### src/rtl/ftbt_pkg.sv
`timescale 1ns / 1ps
// ----------------------------------------------------------------------------
// ftbt_pkg
// shared types and constants of the fraction to balanced ternary converter
// ----------------------------------------------------------------------------
package ftbt_pkg;

	localparam int FIELD_BITS     = 32;
	localparam int VALUE_BITS     = 32;
	localparam int MAX_INT_TRITS  = 22;
	localparam int MAX_FRAC_TRITS = 20;
	localparam int TOTAL_TRITS    = MAX_INT_TRITS + MAX_FRAC_TRITS;
	localparam int TRIT_BITS      = 2;

	localparam logic [TRIT_BITS-1:0] TRIT_ZERO  = 2'd0;
	localparam logic [TRIT_BITS-1:0] TRIT_PLUS  = 2'd1;
	localparam logic [TRIT_BITS-1:0] TRIT_MINUS = 2'd2;

	typedef struct packed {
		logic [FIELD_BITS-1:0] numerator;
		logic [FIELD_BITS-1:0] divisor;
	} req_t;

	typedef struct packed {
		logic [TRIT_BITS-1:0] trit;
		logic                 fraction_start;
		logic                 last;
	} res_t;

endpackage

### src/rtl/ftbt_ram.sv
`timescale 1ns / 1ps
// ----------------------------------------------------------------------------
// ftbt_ram
// simple dual-port ram, one write port, one read port with registered data
// ----------------------------------------------------------------------------
module ftbt_ram #(
	parameter int WIDTH = ftbt_pkg::TRIT_BITS,
	parameter int DEPTH = ftbt_pkg::TOTAL_TRITS
) (
	input  logic                     clk,
	input  logic                     we,
	input  logic [$clog2(DEPTH)-1:0] waddr,
	input  logic [WIDTH-1:0]         wdata,
	input  logic [$clog2(DEPTH)-1:0] raddr,
	output logic [WIDTH-1:0]         rdata
);

	logic [WIDTH-1:0] mem_q [DEPTH];

	always_ff @(posedge clk) begin
		if (we) begin
			mem_q[waddr] <= wdata;
		end
		rdata <= mem_q[raddr];
	end

endmodule

### src/rtl/ftbt_div.sv
`timescale 1ns / 1ps
// ----------------------------------------------------------------------------
// ftbt_div
// restoring divider, one quotient bit per cycle
// ----------------------------------------------------------------------------
module ftbt_div #(
	parameter int VALUE_BITS = ftbt_pkg::VALUE_BITS
) (
	input  logic                  clk,
	input  logic                  arst_n,
	input  logic                  start,
	input  logic [VALUE_BITS-1:0] dividend,
	input  logic [VALUE_BITS-1:0] divisor,
	output logic                  done,
	output logic [VALUE_BITS-1:0] quotient,
	output logic [VALUE_BITS-1:0] remainder
);

	localparam int CW = $clog2(VALUE_BITS + 1);

	logic                  busy_q;
	logic                  done_q;
	logic [CW-1:0]         cnt_q;
	logic [VALUE_BITS-1:0] r_q;
	logic [VALUE_BITS-1:0] q_q;
	logic [VALUE_BITS-1:0] d_q;
	logic [VALUE_BITS:0]   trial;
	logic [VALUE_BITS+1:0] diff;
	logic                  ge;

	assign trial = {r_q, q_q[VALUE_BITS-1]};
	assign diff  = {1'b0, trial} - {2'b00, d_q};
	assign ge    = ~diff[VALUE_BITS+1];

	always_ff @(posedge clk or negedge arst_n) begin
		if (!arst_n) begin
			busy_q <= 1'b0;
			done_q <= 1'b0;
			cnt_q  <= '0;
		end else begin
			done_q <= 1'b0;
			if (start) begin
				busy_q <= 1'b1;
				cnt_q  <= CW'(VALUE_BITS);
			end else if (busy_q) begin
				cnt_q <= cnt_q - CW'(1);
				if (cnt_q == CW'(1)) begin
					busy_q <= 1'b0;
					done_q <= 1'b1;
				end
			end
		end
	end

	always_ff @(posedge clk) begin
		if (start) begin
			r_q <= '0;
			q_q <= dividend;
			d_q <= divisor;
		end else if (busy_q) begin
			r_q <= ge ? diff[VALUE_BITS-1:0] : trial[VALUE_BITS-1:0];
			q_q <= {q_q[VALUE_BITS-2:0], ge};
		end
	end

	assign done      = done_q;
	assign quotient  = q_q;
	assign remainder = r_q;

endmodule

### src/rtl/ftbt_gcd.sv
`timescale 1ns / 1ps
// ----------------------------------------------------------------------------
// ftbt_gcd
// binary gcd, one shift or subtract step per cycle
// ----------------------------------------------------------------------------
module ftbt_gcd #(
	parameter int VALUE_BITS = ftbt_pkg::VALUE_BITS
) (
	input  logic                  clk,
	input  logic                  arst_n,
	input  logic                  start,
	input  logic [VALUE_BITS-1:0] op_a,
	input  logic [VALUE_BITS-1:0] op_b,
	output logic                  done,
	output logic [VALUE_BITS-1:0] gcd
);

	localparam int KW = $clog2(VALUE_BITS);

	logic                  busy_q;
	logic                  done_q;
	logic [VALUE_BITS-1:0] a_q;
	logic [VALUE_BITS-1:0] b_q;
	logic [KW-1:0]         k_q;
	logic [VALUE_BITS-1:0] g_q;
	logic [VALUE_BITS:0]   d_ab;
	logic [VALUE_BITS-1:0] d_ba;
	logic                  equal;

	assign d_ab  = {1'b0, a_q} - {1'b0, b_q};
	assign d_ba  = b_q - a_q;
	assign equal = (a_q == b_q);

	always_ff @(posedge clk or negedge arst_n) begin
		if (!arst_n) begin
			busy_q <= 1'b0;
			done_q <= 1'b0;
		end else begin
			done_q <= 1'b0;
			if (start) begin
				busy_q <= 1'b1;
			end else if (busy_q && equal) begin
				busy_q <= 1'b0;
				done_q <= 1'b1;
			end
		end
	end

	always_ff @(posedge clk) begin
		if (start) begin
			a_q <= op_a;
			b_q <= op_b;
			k_q <= '0;
		end else if (busy_q) begin
			priority if (equal) begin
				g_q <= a_q << k_q;
			end else if (!a_q[0] && !b_q[0]) begin
				a_q <= a_q >> 1;
				b_q <= b_q >> 1;
				k_q <= k_q + KW'(1);
			end else if (!a_q[0]) begin
				a_q <= a_q >> 1;
			end else if (!b_q[0]) begin
				b_q <= b_q >> 1;
			end else if (!d_ab[VALUE_BITS]) begin
				a_q <= d_ab[VALUE_BITS:1];
			end else begin
				b_q <= {1'b0, d_ba[VALUE_BITS-1:1]};
			end
		end
	end

	assign done = done_q;
	assign gcd  = g_q;

endmodule

### src/rtl/ftbt_div3.sv
`timescale 1ns / 1ps
// ----------------------------------------------------------------------------
// ftbt_div3
// divide by three, eight dividend bits per cycle, most significant first
// ----------------------------------------------------------------------------
module ftbt_div3 #(
	parameter int VALUE_BITS = ftbt_pkg::VALUE_BITS
) (
	input  logic                  clk,
	input  logic                  arst_n,
	input  logic                  start,
	input  logic [VALUE_BITS-1:0] value,
	output logic                  done,
	output logic [VALUE_BITS-1:0] quotient,
	output logic [1:0]            remainder
);

	localparam int CHUNK = 8;
	localparam int STEPS = (VALUE_BITS + CHUNK - 1) / CHUNK;
	localparam int PADW  = STEPS * CHUNK;
	localparam int CW    = $clog2(STEPS + 1);

	logic             busy_q;
	logic             done_q;
	logic [CW-1:0]    cnt_q;
	logic [PADW-1:0]  x_q;
	logic [1:0]       r_q;
	logic [CHUNK-1:0] q_chunk;
	logic [1:0]       r_next;

	always_comb begin
		logic [1:0] r;
		logic [2:0] t;
		logic [CHUNK-1:0] top;
		top     = x_q[PADW-1 -: CHUNK];
		r       = r_q;
		q_chunk = '0;
		for (int i = CHUNK - 1; i >= 0; i--) begin
			t = {r, top[i]};
			if (t >= 3'd3) begin
				q_chunk[i] = 1'b1;
				t          = t - 3'd3;
			end
			r = t[1:0];
		end
		r_next = r;
	end

	always_ff @(posedge clk or negedge arst_n) begin
		if (!arst_n) begin
			busy_q <= 1'b0;
			done_q <= 1'b0;
			cnt_q  <= '0;
		end else begin
			done_q <= 1'b0;
			if (start) begin
				busy_q <= 1'b1;
				cnt_q  <= CW'(STEPS);
			end else if (busy_q) begin
				cnt_q <= cnt_q - CW'(1);
				if (cnt_q == CW'(1)) begin
					busy_q <= 1'b0;
					done_q <= 1'b1;
				end
			end
		end
	end

	always_ff @(posedge clk) begin
		if (start) begin
			x_q <= PADW'(value);
			r_q <= '0;
		end else if (busy_q) begin
			x_q <= (x_q << CHUNK) | PADW'(q_chunk);
			r_q <= r_next;
		end
	end

	assign done      = done_q;
	assign quotient  = x_q[VALUE_BITS-1:0];
	assign remainder = r_q;

endmodule

### src/rtl/fraction_to_balanced_ternary.sv
`timescale 1ns / 1ps
// ----------------------------------------------------------------------------
// fraction_to_balanced_ternary
// converts numerator/divisor to balanced ternary digits, most significant first
// ----------------------------------------------------------------------------
// usage:
//  - a transaction is taken at a rising edge with start high and busy low;
//    request carries numerator and divisor (a zero divisor acts as one)
//  - busy stays high until the last digit has been delivered
//  - each digit appears on result for one cycle with result_valid high;
//    fraction_start marks the first digit after the radix point, last marks
//    the final digit; digits come out on consecutive cycles
//  - the receiver cannot stall: every digit must be taken as it appears
//  - sequence: one restoring division, then for a nonzero remainder a binary
//    gcd, two further divisions and a count of fraction digits; each digit
//    then passes through the divide-by-three unit, and the stored digits
//    are emitted last
//  - the divider, the gcd unit and the divide-by-three unit set how long a transaction takes
//  - reset aborts any conversion and returns the block to idle
// ----------------------------------------------------------------------------
module fraction_to_balanced_ternary #(
	parameter int VALUE_BITS     = ftbt_pkg::VALUE_BITS,
	parameter int MAX_INT_TRITS  = ftbt_pkg::MAX_INT_TRITS,
	parameter int MAX_FRAC_TRITS = ftbt_pkg::MAX_FRAC_TRITS
) (
	input  logic            clk,
	input  logic            arst_n,
	input  logic            start,
	output logic            busy,
	input  ftbt_pkg::req_t  request,
	output logic            result_valid,
	output ftbt_pkg::res_t  result
);

	localparam int TOTAL = MAX_INT_TRITS + MAX_FRAC_TRITS;
	localparam int PW    = $clog2(TOTAL + 1);
	localparam int AW    = $clog2(TOTAL);
	localparam int FLW   = $clog2(MAX_FRAC_TRITS + 1);
	localparam int ILW   = $clog2(MAX_INT_TRITS + 1);
	localparam int VB    = VALUE_BITS;

	typedef enum logic [9:0] {
		S_IDLE = 10'b0000000001,
		S_DIV  = 10'b0000000010,
		S_GCD  = 10'b0000000100,
		S_RDIV = 10'b0000001000,
		S_FDIV = 10'b0000010000,
		S_FLEN = 10'b0000100000,
		S_FDIG = 10'b0001000000,
		S_IDIG = 10'b0010000000,
		S_TOP  = 10'b0100000000,
		S_EMIT = 10'b1000000000
	} state_t;

	state_t                      state_q;
	logic                        run_q;
	logic                        carry_q;
	logic [PW-1:0]               wptr_q;
	logic [PW-1:0]               rptr_q;
	logic [FLW-1:0]              flen_q;
	logic [ILW-1:0]              ilen_q;
	logic                        valid_s1;
	logic [PW-1:0]               idx_s1;
	logic [VB-1:0]               den_q;
	logic [VB-1:0]               quo_q;
	logic [VB-1:0]               rem_q;
	logic [VB-1:0]               g_q;
	logic [VB-1:0]               rd_q;
	logic [VB-1:0]               val_q;
	logic [VB+1:0]               pow_q;

	logic                        accept;
	logic [VB-1:0]               num_in;
	logic [VB-1:0]               den_in;
	logic                        div_start;
	logic [VB-1:0]               div_dividend;
	logic [VB-1:0]               div_divisor;
	logic                        div_done;
	logic [VB-1:0]               div_quo;
	logic [VB-1:0]               div_rem;
	logic                        gcd_start;
	logic                        gcd_done;
	logic [VB-1:0]               gcd_val;
	logic                        d3_start;
	logic                        d3_done;
	logic [VB-1:0]               d3_quo;
	logic [1:0]                  d3_rem;
	logic [VB+1:0]               pow3;
	logic                        flen_more;
	logic                        int_more;
	logic                        top_digit;
	logic [2:0]                  trit_sum;
	logic [1:0]                  trit_val;
	logic                        trit_carry;
	logic [ftbt_pkg::TRIT_BITS-1:0] trit_code;
	logic                        ram_we;
	logic [ftbt_pkg::TRIT_BITS-1:0] ram_wdata;
	logic [ftbt_pkg::TRIT_BITS-1:0] ram_rdata;

	assign accept = start && !busy;
	assign busy   = (state_q != S_IDLE) || valid_s1;
	assign num_in = VB'(request.numerator);
	assign den_in = (VB'(request.divisor) == '0) ? VB'(1) : VB'(request.divisor);

	always_comb begin
		div_start    = 1'b0;
		div_dividend = num_in;
		div_divisor  = den_in;
		if (state_q == S_IDLE) begin
			div_start = accept;
		end else if (state_q == S_RDIV) begin
			div_start    = !run_q;
			div_dividend = den_q;
			div_divisor  = g_q;
		end else if (state_q == S_FDIV) begin
			div_start    = !run_q;
			div_dividend = rem_q;
			div_divisor  = g_q;
		end
	end

	assign gcd_start = (state_q == S_GCD) && !run_q;

	assign pow3      = pow_q + (pow_q << 1);
	assign flen_more = (flen_q < FLW'(MAX_FRAC_TRITS)) && (pow3 <= {2'b00, rd_q});
	assign int_more  = ((ilen_q == '0) || (val_q != '0)) && (ilen_q < ILW'(MAX_INT_TRITS));
	assign top_digit = carry_q && (ilen_q < ILW'(MAX_INT_TRITS));

	assign d3_start = !run_q && (((state_q == S_FDIG) && (wptr_q != PW'(flen_q)))
		|| ((state_q == S_IDIG) && int_more));

	// add one plus carry to the new digit
	assign trit_sum   = {1'b0, d3_rem} + 3'd1 + {2'b00, carry_q};
	assign trit_carry = (trit_sum >= 3'd3);
	assign trit_val   = trit_carry ? 2'(trit_sum - 3'd3) : trit_sum[1:0];

	always_comb begin
		unique case (trit_val)
			2'd0:    trit_code = ftbt_pkg::TRIT_MINUS;
			2'd1:    trit_code = ftbt_pkg::TRIT_ZERO;
			default: trit_code = ftbt_pkg::TRIT_PLUS;
		endcase
	end

	always_comb begin
		ram_we    = 1'b0;
		ram_wdata = trit_code;
		if (((state_q == S_FDIG) || (state_q == S_IDIG)) && run_q && d3_done) begin
			ram_we = 1'b1;
		end else if ((state_q == S_TOP) && top_digit) begin
			ram_we    = 1'b1;
			ram_wdata = ftbt_pkg::TRIT_PLUS;
		end
	end

	always_ff @(posedge clk or negedge arst_n) begin
		if (!arst_n) begin
			state_q  <= S_IDLE;
			run_q    <= 1'b0;
			valid_s1 <= 1'b0;
		end else begin
			valid_s1 <= 1'b0;
			unique case (state_q)
				S_IDLE: begin
					if (accept) begin
						state_q <= S_DIV;
						run_q   <= 1'b1;
					end
				end
				S_DIV: begin
					if (div_done) begin
						run_q   <= 1'b0;
						state_q <= (div_rem == '0) ? S_FDIG : S_GCD;
					end
				end
				S_GCD: begin
					if (!run_q) begin
						run_q <= 1'b1;
					end else if (gcd_done) begin
						run_q   <= 1'b0;
						state_q <= S_RDIV;
					end
				end
				S_RDIV: begin
					if (!run_q) begin
						run_q <= 1'b1;
					end else if (div_done) begin
						run_q   <= 1'b0;
						state_q <= S_FDIV;
					end
				end
				S_FDIV: begin
					if (!run_q) begin
						run_q <= 1'b1;
					end else if (div_done) begin
						run_q   <= 1'b0;
						state_q <= S_FLEN;
					end
				end
				S_FLEN: begin
					if (!flen_more) begin
						state_q <= S_FDIG;
					end
				end
				S_FDIG: begin
					if (!run_q) begin
						if (d3_start) begin
							run_q <= 1'b1;
						end else begin
							state_q <= S_IDIG;
						end
					end else if (d3_done) begin
						run_q <= 1'b0;
					end
				end
				S_IDIG: begin
					if (!run_q) begin
						if (d3_start) begin
							run_q <= 1'b1;
						end else begin
							state_q <= S_TOP;
						end
					end else if (d3_done) begin
						run_q <= 1'b0;
					end
				end
				S_TOP: begin
					state_q <= S_EMIT;
				end
				S_EMIT: begin
					valid_s1 <= 1'b1;
					if (rptr_q == '0) begin
						state_q <= S_IDLE;
					end
				end
				default: begin
					state_q <= S_IDLE;
					run_q   <= 1'b0;
				end
			endcase
		end
	end

	always_ff @(posedge clk) begin
		unique case (state_q)
			S_IDLE: begin
				den_q   <= den_in;
				wptr_q  <= '0;
				carry_q <= 1'b0;
				ilen_q  <= '0;
				flen_q  <= '0;
			end
			S_DIV: begin
				quo_q <= div_quo;
				rem_q <= div_rem;
				val_q <= div_quo;
			end
			S_GCD: begin
				g_q <= gcd_val;
			end
			S_RDIV: begin
				rd_q <= div_quo;
			end
			S_FDIV: begin
				val_q <= div_quo;
				pow_q <= (VB + 2)'(1);
			end
			S_FLEN: begin
				if (flen_more) begin
					pow_q  <= pow3;
					flen_q <= flen_q + FLW'(1);
				end
			end
			S_FDIG: begin
				if (!run_q && !d3_start) begin
					val_q <= quo_q;
				end else if (run_q && d3_done) begin
					val_q   <= d3_quo;
					carry_q <= trit_carry;
					wptr_q  <= wptr_q + PW'(1);
				end
			end
			S_IDIG: begin
				if (run_q && d3_done) begin
					val_q   <= d3_quo;
					carry_q <= trit_carry;
					wptr_q  <= wptr_q + PW'(1);
					ilen_q  <= ilen_q + ILW'(1);
				end
			end
			S_TOP: begin
				rptr_q <= top_digit ? wptr_q : wptr_q - PW'(1);
			end
			S_EMIT: begin
				rptr_q <= rptr_q - PW'(1);
				idx_s1 <= rptr_q;
			end
			default: begin
				rptr_q <= rptr_q;
			end
		endcase
	end

	ftbt_div #(
		.VALUE_BITS(VALUE_BITS)
	) u_div (
		.clk      (clk),
		.arst_n   (arst_n),
		.start    (div_start),
		.dividend (div_dividend),
		.divisor  (div_divisor),
		.done     (div_done),
		.quotient (div_quo),
		.remainder(div_rem)
	);

	ftbt_gcd #(
		.VALUE_BITS(VALUE_BITS)
	) u_gcd (
		.clk   (clk),
		.arst_n(arst_n),
		.start (gcd_start),
		.op_a  (den_q),
		.op_b  (rem_q),
		.done  (gcd_done),
		.gcd   (gcd_val)
	);

	ftbt_div3 #(
		.VALUE_BITS(VALUE_BITS)
	) u_div3 (
		.clk      (clk),
		.arst_n   (arst_n),
		.start    (d3_start),
		.value    (val_q),
		.done     (d3_done),
		.quotient (d3_quo),
		.remainder(d3_rem)
	);

	ftbt_ram #(
		.WIDTH(ftbt_pkg::TRIT_BITS),
		.DEPTH(TOTAL)
	) u_ram (
		.clk  (clk),
		.we   (ram_we),
		.waddr(wptr_q[AW-1:0]),
		.wdata(ram_wdata),
		.raddr(rptr_q[AW-1:0]),
		.rdata(ram_rdata)
	);

	assign result_valid          = valid_s1;
	assign result.trit           = ram_rdata;
	assign result.fraction_start = (flen_q != '0) && (PW'(flen_q) == idx_s1 + PW'(1));
	assign result.last           = (idx_s1 == '0);

`ifndef ASSERT_OFF
	a_accept_busy: assert property (@(posedge clk) disable iff (!arst_n)
		start && !busy |=> busy)
		else $error("transaction accepted but block not busy");

	a_last_ends: assert property (@(posedge clk) disable iff (!arst_n)
		result_valid && result.last |=> !result_valid && !busy)
		else $error("digits continue after the last digit");

	a_trit_code: assert property (@(posedge clk) disable iff (!arst_n)
		result_valid |-> (result.trit == ftbt_pkg::TRIT_ZERO
			|| result.trit == ftbt_pkg::TRIT_PLUS || result.trit == ftbt_pkg::TRIT_MINUS))
		else $error("invalid digit code delivered");

	a_flen_cap: assert property (@(posedge clk) disable iff (!arst_n)
		flen_q <= FLW'(MAX_FRAC_TRITS))
		else $error("fraction digit count beyond its limit");

	a_wptr_cap: assert property (@(posedge clk) disable iff (!arst_n)
		ram_we |-> wptr_q < PW'(TOTAL))
		else $error("digit store written beyond its depth");
`endif

endmodule

### config.mk
export PLATFORM = sky130hd
export DESIGN_NAME = fraction_to_balanced_ternary
export DESIGN_NICKNAME = d
export VERILOG_FILES = /design/src/rtl/ftbt_pkg.sv /design/src/rtl/ftbt_ram.sv /design/src/rtl/ftbt_div.sv /design/src/rtl/ftbt_gcd.sv /design/src/rtl/ftbt_div3.sv /design/src/rtl/fraction_to_balanced_ternary.sv
export SDC_FILE = /design/constraint.sdc
export NUM_CORES = 1
export LEC_CHECK = 0
export ABC_AREA = 1
export BUFFER_PORTS_ARGS = -buffer_cell sky130_fd_sc_hd__clkbuf_2
export CORE_MARGIN = 4
export CORE_UTILIZATION = 57
export CTS_CLUSTER_SIZE = 28
export DETAILED_ROUTE_END_ITERATION = 12
export HOLD_SLACK_MARGIN = 0.02
export PLACE_DENSITY = 0.73
export SLEW_MARGIN = 20
export SYNTH_ARGS = -nofsm -noshare
export SYNTH_HDL_FRONTEND = slang
export SYNTH_SLANG_ARGS = --single-unit
### constraint.sdc
create_clock -name clk -period 12.5 [get_ports clk]
set_input_delay 2.5 -clock clk [delete_from_list [all_inputs] [get_ports clk]]
set_output_delay 2.5 -clock clk [all_outputs]
set_load 0.01 [all_outputs]
# Word-level counts from Yosys, hierarchy flattened
# Memory sizes are Yosys's and may differ from the RTL's. A register that Yosys moved wholly into a read port is not among the register bits.
# Index checks and enable logic that the tools add are counted.
# Widths: inputs -> output; s select.
# classes
n_addsub,24
n_lt_le_gt_ge,12
n_eq_ne,38
shift,1
muxes,117
bitwise_logic,5
reduce_logical,60
# ops
op,count
$mux 32,28
$mux 10,14
$pmux 10 s10,1
$pmux 32 s3,1
$pmux 34 s2,1
$logic_not 32->1,2
$mux 1,43
$add 34x34->34,1
$le 34x32->1,1
$mux 34,1
$sub 33x32->34,1
$sub 32x32->33,1
$eq 32x32->1,1
$or 32x8->32,1
$reduce_bool 32->1,1
$shl 32x5->32,1
$sub 32x32->32,1
$mux 6,5
$ge 3x2->1 const B,9
$ne 2x2->1 const B,13
$mux 2,11
$pmux 5 s2,2
$pmux 6 s3,1
$sub 2x2->2 const B,9
other kinds (48),107
# totals
reg_bits,513
ramBits,84
input_bits,67
output_inout_bits,6
elab_cells,293
n_memories,1
# mem_list
name,words,width,read_ports,rd_clocked_by_memory_dff,write_ports,line_no,source
u_ram.mem_q,42,2,1,1,1,ftbt_ram.sv:18,logic [WIDTH-1:0] mem_q [DEPTH];

# Depth between registers and ports, before layout
# depth
ltp_word,19
mapped_depth,46
ltp_nobuf,46

# By module
# Synthesis repeated with hierarchy kept, for this count alone.
# unflattened
cells_unflattened,5009
hier_area_um2,39009.9
# modules_own_cells
module,instances,cells_each,area_each_um2,seq_area_each_um2
fraction_to_balanced_ternary,1,1721,15274.6,7928.9
ftbt_gcd,1,1676,10811.6,3032.9
ftbt_div,1,981,6882.9,2762.6
ftbt_ram,1,357,3754.9,2562.5
ftbt_div3,1,274,2285.9,1126.1

# Least setup slack after synthesis
# Ideal clock, no wire load.
# synth_path
path_kind,register to register
start,register u_div3.x_q[31] (netlist: u_div3.quotient[31])
end,register u_div3.x_q[0] (netlist: u_div3.quotient[0]) (data pin)
t_arrival_ns,4.834
required_time_ns,12.239
path_slack_ns,7.405
path_stages_with_launch,40
path_buffers,0
period_less_slack_ns,5.095
path_cell_list,edfxtp_1 ha_1 nor2_4 nand2_2 nand2_2 inv_1 ha_1 inv_1 nand4_2 nand2_2 inv_1 ha_1 inv_1 nand2_1 nand2_1 nand2_2 ha_1 o21bai_1 (+4 left out) nand2_2 o21ai_1 nand2_2 ha_1 inv_1 nand2_2 o21ai_1 nand2_4 ha_1 inv_1 nand2_1 nor2_4 o21ai_1 ha_1 inv_1 nand4_2 nand3_1 o21ai_1
# synth_via
elab_chain_cells,19
elab_cells_between_ends,26
# synth_rtl
item,line_no,source
start: declaration,ftbt_div3.sv:26,logic [PADW-1:0] x_q;
start signal: assignment,ftbt_div3.sv:71,x_q <= PADW'(value);
start signal: assignment,ftbt_div3.sv:74,x_q <= (x_q << CHUNK) | PADW'(q_chunk);
$ge 3x2->1 / $sub 2x2->2 (equally long branches),"ftbt_div3.sv:40, ftbt_div3.sv:42",
$mux 2 (*),ftbt_div3.sv:40,if (t >= 3'd3) begin
$ge 3x2->1 / $sub 2x2->2 (equally long branches),"ftbt_div3.sv:40, ftbt_div3.sv:42",
$mux 2 (*),ftbt_div3.sv:40,
$ge 3x2->1 / $sub 2x2->2 (equally long branches),"ftbt_div3.sv:40, ftbt_div3.sv:42",
$mux 2 (*),ftbt_div3.sv:40,
$ge 3x2->1 / $sub 2x2->2 (equally long branches),"ftbt_div3.sv:40, ftbt_div3.sv:42",
$mux 2 (*),ftbt_div3.sv:40,
(+3 left out),-,
$mux 2 (*),ftbt_div3.sv:40,
$ge 3x2->1 / $sub 2x2->2 (equally long branches),"ftbt_div3.sv:40, ftbt_div3.sv:42",
$mux 2 (*),ftbt_div3.sv:40,
$ge 3x2->1 (*),ftbt_div3.sv:40,
$mux 1 (*),ftbt_div3.sv:40,
$or 32x8->32 (*),ftbt_div3.sv:74,
$mux 32 (*),ftbt_div3.sv:73,end else if (busy_q) begin
$mux 32 (*),ftbt_div3.sv:70,if (start) begin
# Every way passes the cells marked *; elsewhere a longest branch is shown, timed or not. The select of a mux whose other input is x is not followed.
# A chain may end at the register's enable or synchronous reset.

# Worst setup path after layout
# Same ends and word-level chain as after synthesis.

==> impl_metrics.py <==
metrics = {
    "timing": {
        "slew_viol_final": 0,
        "fmax_mhz": 180,
        "period_share_pct": 44.5,
        "setup-violations-final": 0,
        "rsz0062_at_grt": "false",
        "relSlewSlack_pct": 26.5,
        "tightest_slew_ns": 1.10,
        "setup_tns_ns": 0,
        "clock_skew_ns": 0.0375,
        "period_minus_slack_ns": 5.57,
        "hold_viol": 0,
        "fin_ws_ns": 6.93,
        "holdWs_ns": 0.412,
    },
    "hold_path": {
        "min-delay-path-class": "reg2reg",
    },
    "global_route": {
        "grt_max_degree": 70,
        "grt_usage_pct": 29.5,
        "grt_pass1_vias": 27000,
        "grt_pass1_wl_mm": 153,
        "antenna_found_initial": 3,
        "overflow": 0,
    },
    "worst_setup_path": {
        "setup.reg_to_reg.worst_slack_ns": 6.93,
        "path_max_fanout": 5,
        "worstSetupStartpointType": "flip-flop",
        "slowest_stage": "edfxtp_1",
        "required_ns": 12.88,
        "critPathCaptureType": "flip-flop",
        "path_class": "reg2reg",
        "worstPathArrival_ns": 5.94,
        "cpPeakStageDelay_ns": 0.44,
    },
    "drt": {
        "dr_total_vias": 28400,
        "drcViolationCount": 0,
        "drt-initial-drc-count": 3299,
        "wl_per_cell_microns": 21.0,
        "dr.pass1.iters": 7,
        "ant_nets": 0,
        "routed_wl_mm": 99.2,
        "vias_per_cell": 6.00,
    },
    "layout": {
        "drive_above_1_share_pct": 7.81,
        "fillers": 5123,
        "final_util_pct": 62.9,
        "nets": 4146,
        "area_delta_synth_final_pct": 8.52,
    },
    "logic_synthesis": {
        "yosysWarnings": 0,
        "ys_ff_latch": 598,
        "synth_cell_type_count": 74,
        "netlist_instances": 3920,
        "synth_edf_count": 530,
        "syn_area_per_cell_sq_um": 8.99,
        "syn_area_sq_um": 35200,
        "ys.flop_type": "edfxtp_1",
        "syn_nets": 4177,
        "ys_async_sr_fraction_pct": 4.52,
        "seq_area_frac_synth_pct": 49.4,
    },
    "place": {
        "globalplace.congestion": 1.02,
        "dp_hpwl_mm": 73.3,
        "io_buffers": 72,
        "post-place-ws_ns": 6.81,
    },
    "power_and_ir_drop": {
        "total_power_uw": 11000,
        "switching_share_pct": 45.1,
        "pwr-share-clk_pct": 17.6,
        "peakVddDrop_v": 0.000227,
        "p_seq_share_pct": 33.1,
        "p_leak_uw": 0.0161,
        "combPwrFrac_pct": 49.2,
        "net-switching-power_uw": 4950,
        "intPower_uw": 6020,
        "p_per_area_nw_per_um2": 287,
    },
    "cts": {
        "clk_latency_ns": 0.65,
        "path_clk_slew_ns": 0.06,
        "tritoncts": "built",
        "cts_setup_buffers": 0,
        "clockBufferDepth": 3,
        "cts_buffers": 61,
        "h-tree-depth": 2,
        "cts_resized": 0,
        "cts.hold.buffers_added": 0,
        "cts_root_buf": "clkbuf_16",
        "cts.sinks": 598,
    },
    "die": {
        "die_x_microns": 257,
        "dieArea_sq_um": 65800,
        "die_h_microns": 257,
        "core_region_area_sq_um": 60800,
        "rows": 90,
        "initial_core_util_pct": 57.9,
        "ios": 73,
    },
    "status": {
        "outcome": "complete, no violations",
    },
    "flow_run": {
        "drv_cap": 0,
    },
}
==> state kept, by name, summed over array words and instances (netlist names), 6 cells and up <==
register,flops
u_div3.quotient,32
g_q,32
pow_q,33
u_div.d_q,32
u_div.quotient,32
u_gcd.gcd,32
idx_s1,6
wptr_q,6
den_q,32
val_q,32
rd_q,32
rptr_q,6
rem_q,32
u_gcd.b_q,32
quo_q,32
u_ram.mem_q,84
u_div.cnt_q,6
u_div.remainder,32
state_q,10
u_gcd.a_q,32
==> worst max-delay path: cells and delay by family, from the launching register on <==
| family | cells | cell delay [ns] |
|---|---|---|
| fa+ha+maj | 8 | 1.58 |
| flops | 1 | 0.44 |
| buf+inv | 8 | 0.65 |
| compound gates | 6 | 0.85 |
| simple gates | 17 | 1.75 |
==> final timing paths <==
| path | from | to | cells past startpoint |
|---|---|---|---|
| setup / recovery | u_div3.quotient[31]$_DFFE_PP_ | u_div3.quotient[0]$_DFFE_PP_ | 39 |
| hold / removal | u_gcd.gcd[4]$_SDFFCE_PP0P_ | g_q[4]$_DFFE_PP_ | 0 |
| setup reg to reg | u_div3.quotient[31]$_DFFE_PP_ | u_div3.quotient[0]$_DFFE_PP_ | 39 |
| hold reg to reg | u_gcd.gcd[4]$_SDFFCE_PP0P_ | g_q[4]$_DFFE_PP_ | 0 |
| max in group asynchronous | arst_n | u_div.cnt_q[2]$_DFFE_PN0P_ | 1 |
| min in group asynchronous | arst_n | u_div3.cnt_q[1]$_DFFE_PN0P_ | 1 |
==> kinds of logic after synthesis <==
logic type,share of synthesized area [%]
xor gates and xnor gates,3.25
adders and majority gates,6.85
and+or+nand+nor,15.6
buffers and inverters,7.67
muxes,0.568
DFF,49.4
AOI/OAI and AO/OA,16.6
==> layout make-up <==
cell class                 count  area, sq um  share of cell area [%]
antenna                        1         2.50                 0.00655
clock inverter                39          450                    1.18
sequential                   598        17400                    45.6
multi-input combinational   2616        15200                    39.7
clock buffer                  77         1690                    4.42
inverter                     509         1910                    5.00
tap                          782          978                    2.56
timing repair buffer         103          593                    1.55
==> synth_stat cells, types with 5 or more instances <==
master,instances,area [sq um]
a221oi_1,37,324
a31oi_1,18,113
clkbuf_1,175,657
a21o_1,8,60.1
nand3_1,89,445
nand4_1,43,269
xnor2_1,45,394
a21oi_1,243,1220
nand2_1,672,2520
inv_1,500,1880
nand2_2,25,156
o21bai_1,6,45.0
o211ai_1,35,263
o22ai_1,23,144
nor3_1,28,140
inv_2,7,26.3
nand3b_1,7,52.6
a22oi_1,7,52.6
a21oi_2,5,43.8
buf_2,11,55.1
buf_1,6,22.5
or2_2,13,81.3
xor2_1,84,736
ha_1,185,2310
a211oi_1,15,113
dfxtp_1,41,821
o211ai_2,5,62.6
buf_6,5,56.3
o31ai_1,7,52.6
o21ai_0,385,1930
o221ai_1,89,780
o21ai_1,23,115
mux2i_1,20,200
dfrtp_1,26,651
fa_1,5,100
nor2_1,378,1420
o21a_1,30,225
nor4_1,23,144
o2111ai_1,5,43.8
edfxtp_1,530,15900
==> power by group through the flow <==
stage	registers, uW	logic (uW)	clock network [uW]
global route	3680	5960	2040
floorplan	3450	3850	0
CTS	3620	5290	1950
global placement	3650	5210	0
finish	3640	5400	1930
detailed placement	3660	5260	0
==> through the flow <==
| step | area [sq um] | instances |
|---|---|---|
| floorplan | 35200 | 3920 |
| global placement | 36100 | 4608 |
| CTS | 38200 | 4724 |
| finish | 38200 | 4725 |
| detailed placement | 36100 | 4608 |
| global route | 38200 | 4724 |
==> cell usage in the layout, fill, tap and decap left out, types with 22 or more instances in the layout <==
master     netlist  routed
ha_1           185     185
nand2_2         25      28
inv_1          500     496
o21ai_0        385     385
a21oi_1        243     243
o21ai_1         23      23
nor3_1          28      28
nor2_1         378     372
xnor2_1         45      45
buf_4            0      31
nand3_1         89      88
a221oi_1        37      37
edfxtp_1       530     530
nor4_1          23      22
dfrtp_1         26      26
nand4_1         43      43
clkbuf_16        0      63
o211ai_1        35      35
xor2_1          84      84
dfxtp_1         41      39
o21a_1          30      30
o22ai_1         23      23
clkbuf_2         0      72
nand2_1        672     669
o221ai_1        89      88
==> routing by layer <==
| metal | vias to the layer above | part of all wire (%) | global-route usage, % |
|---|---|---|---|
| li1 | 13500 | - | - |
| met1 | 13300 | 40 | 39.4 |
| met2 | 1335 | 46 | 47.9 |
| met3 | 241 | 9.0 | 4.77 |
| met4 | 0 | 5.1 | 12.8 |
| met5 | - | 0 | 0 |
(Power assumes the default switching activity.)
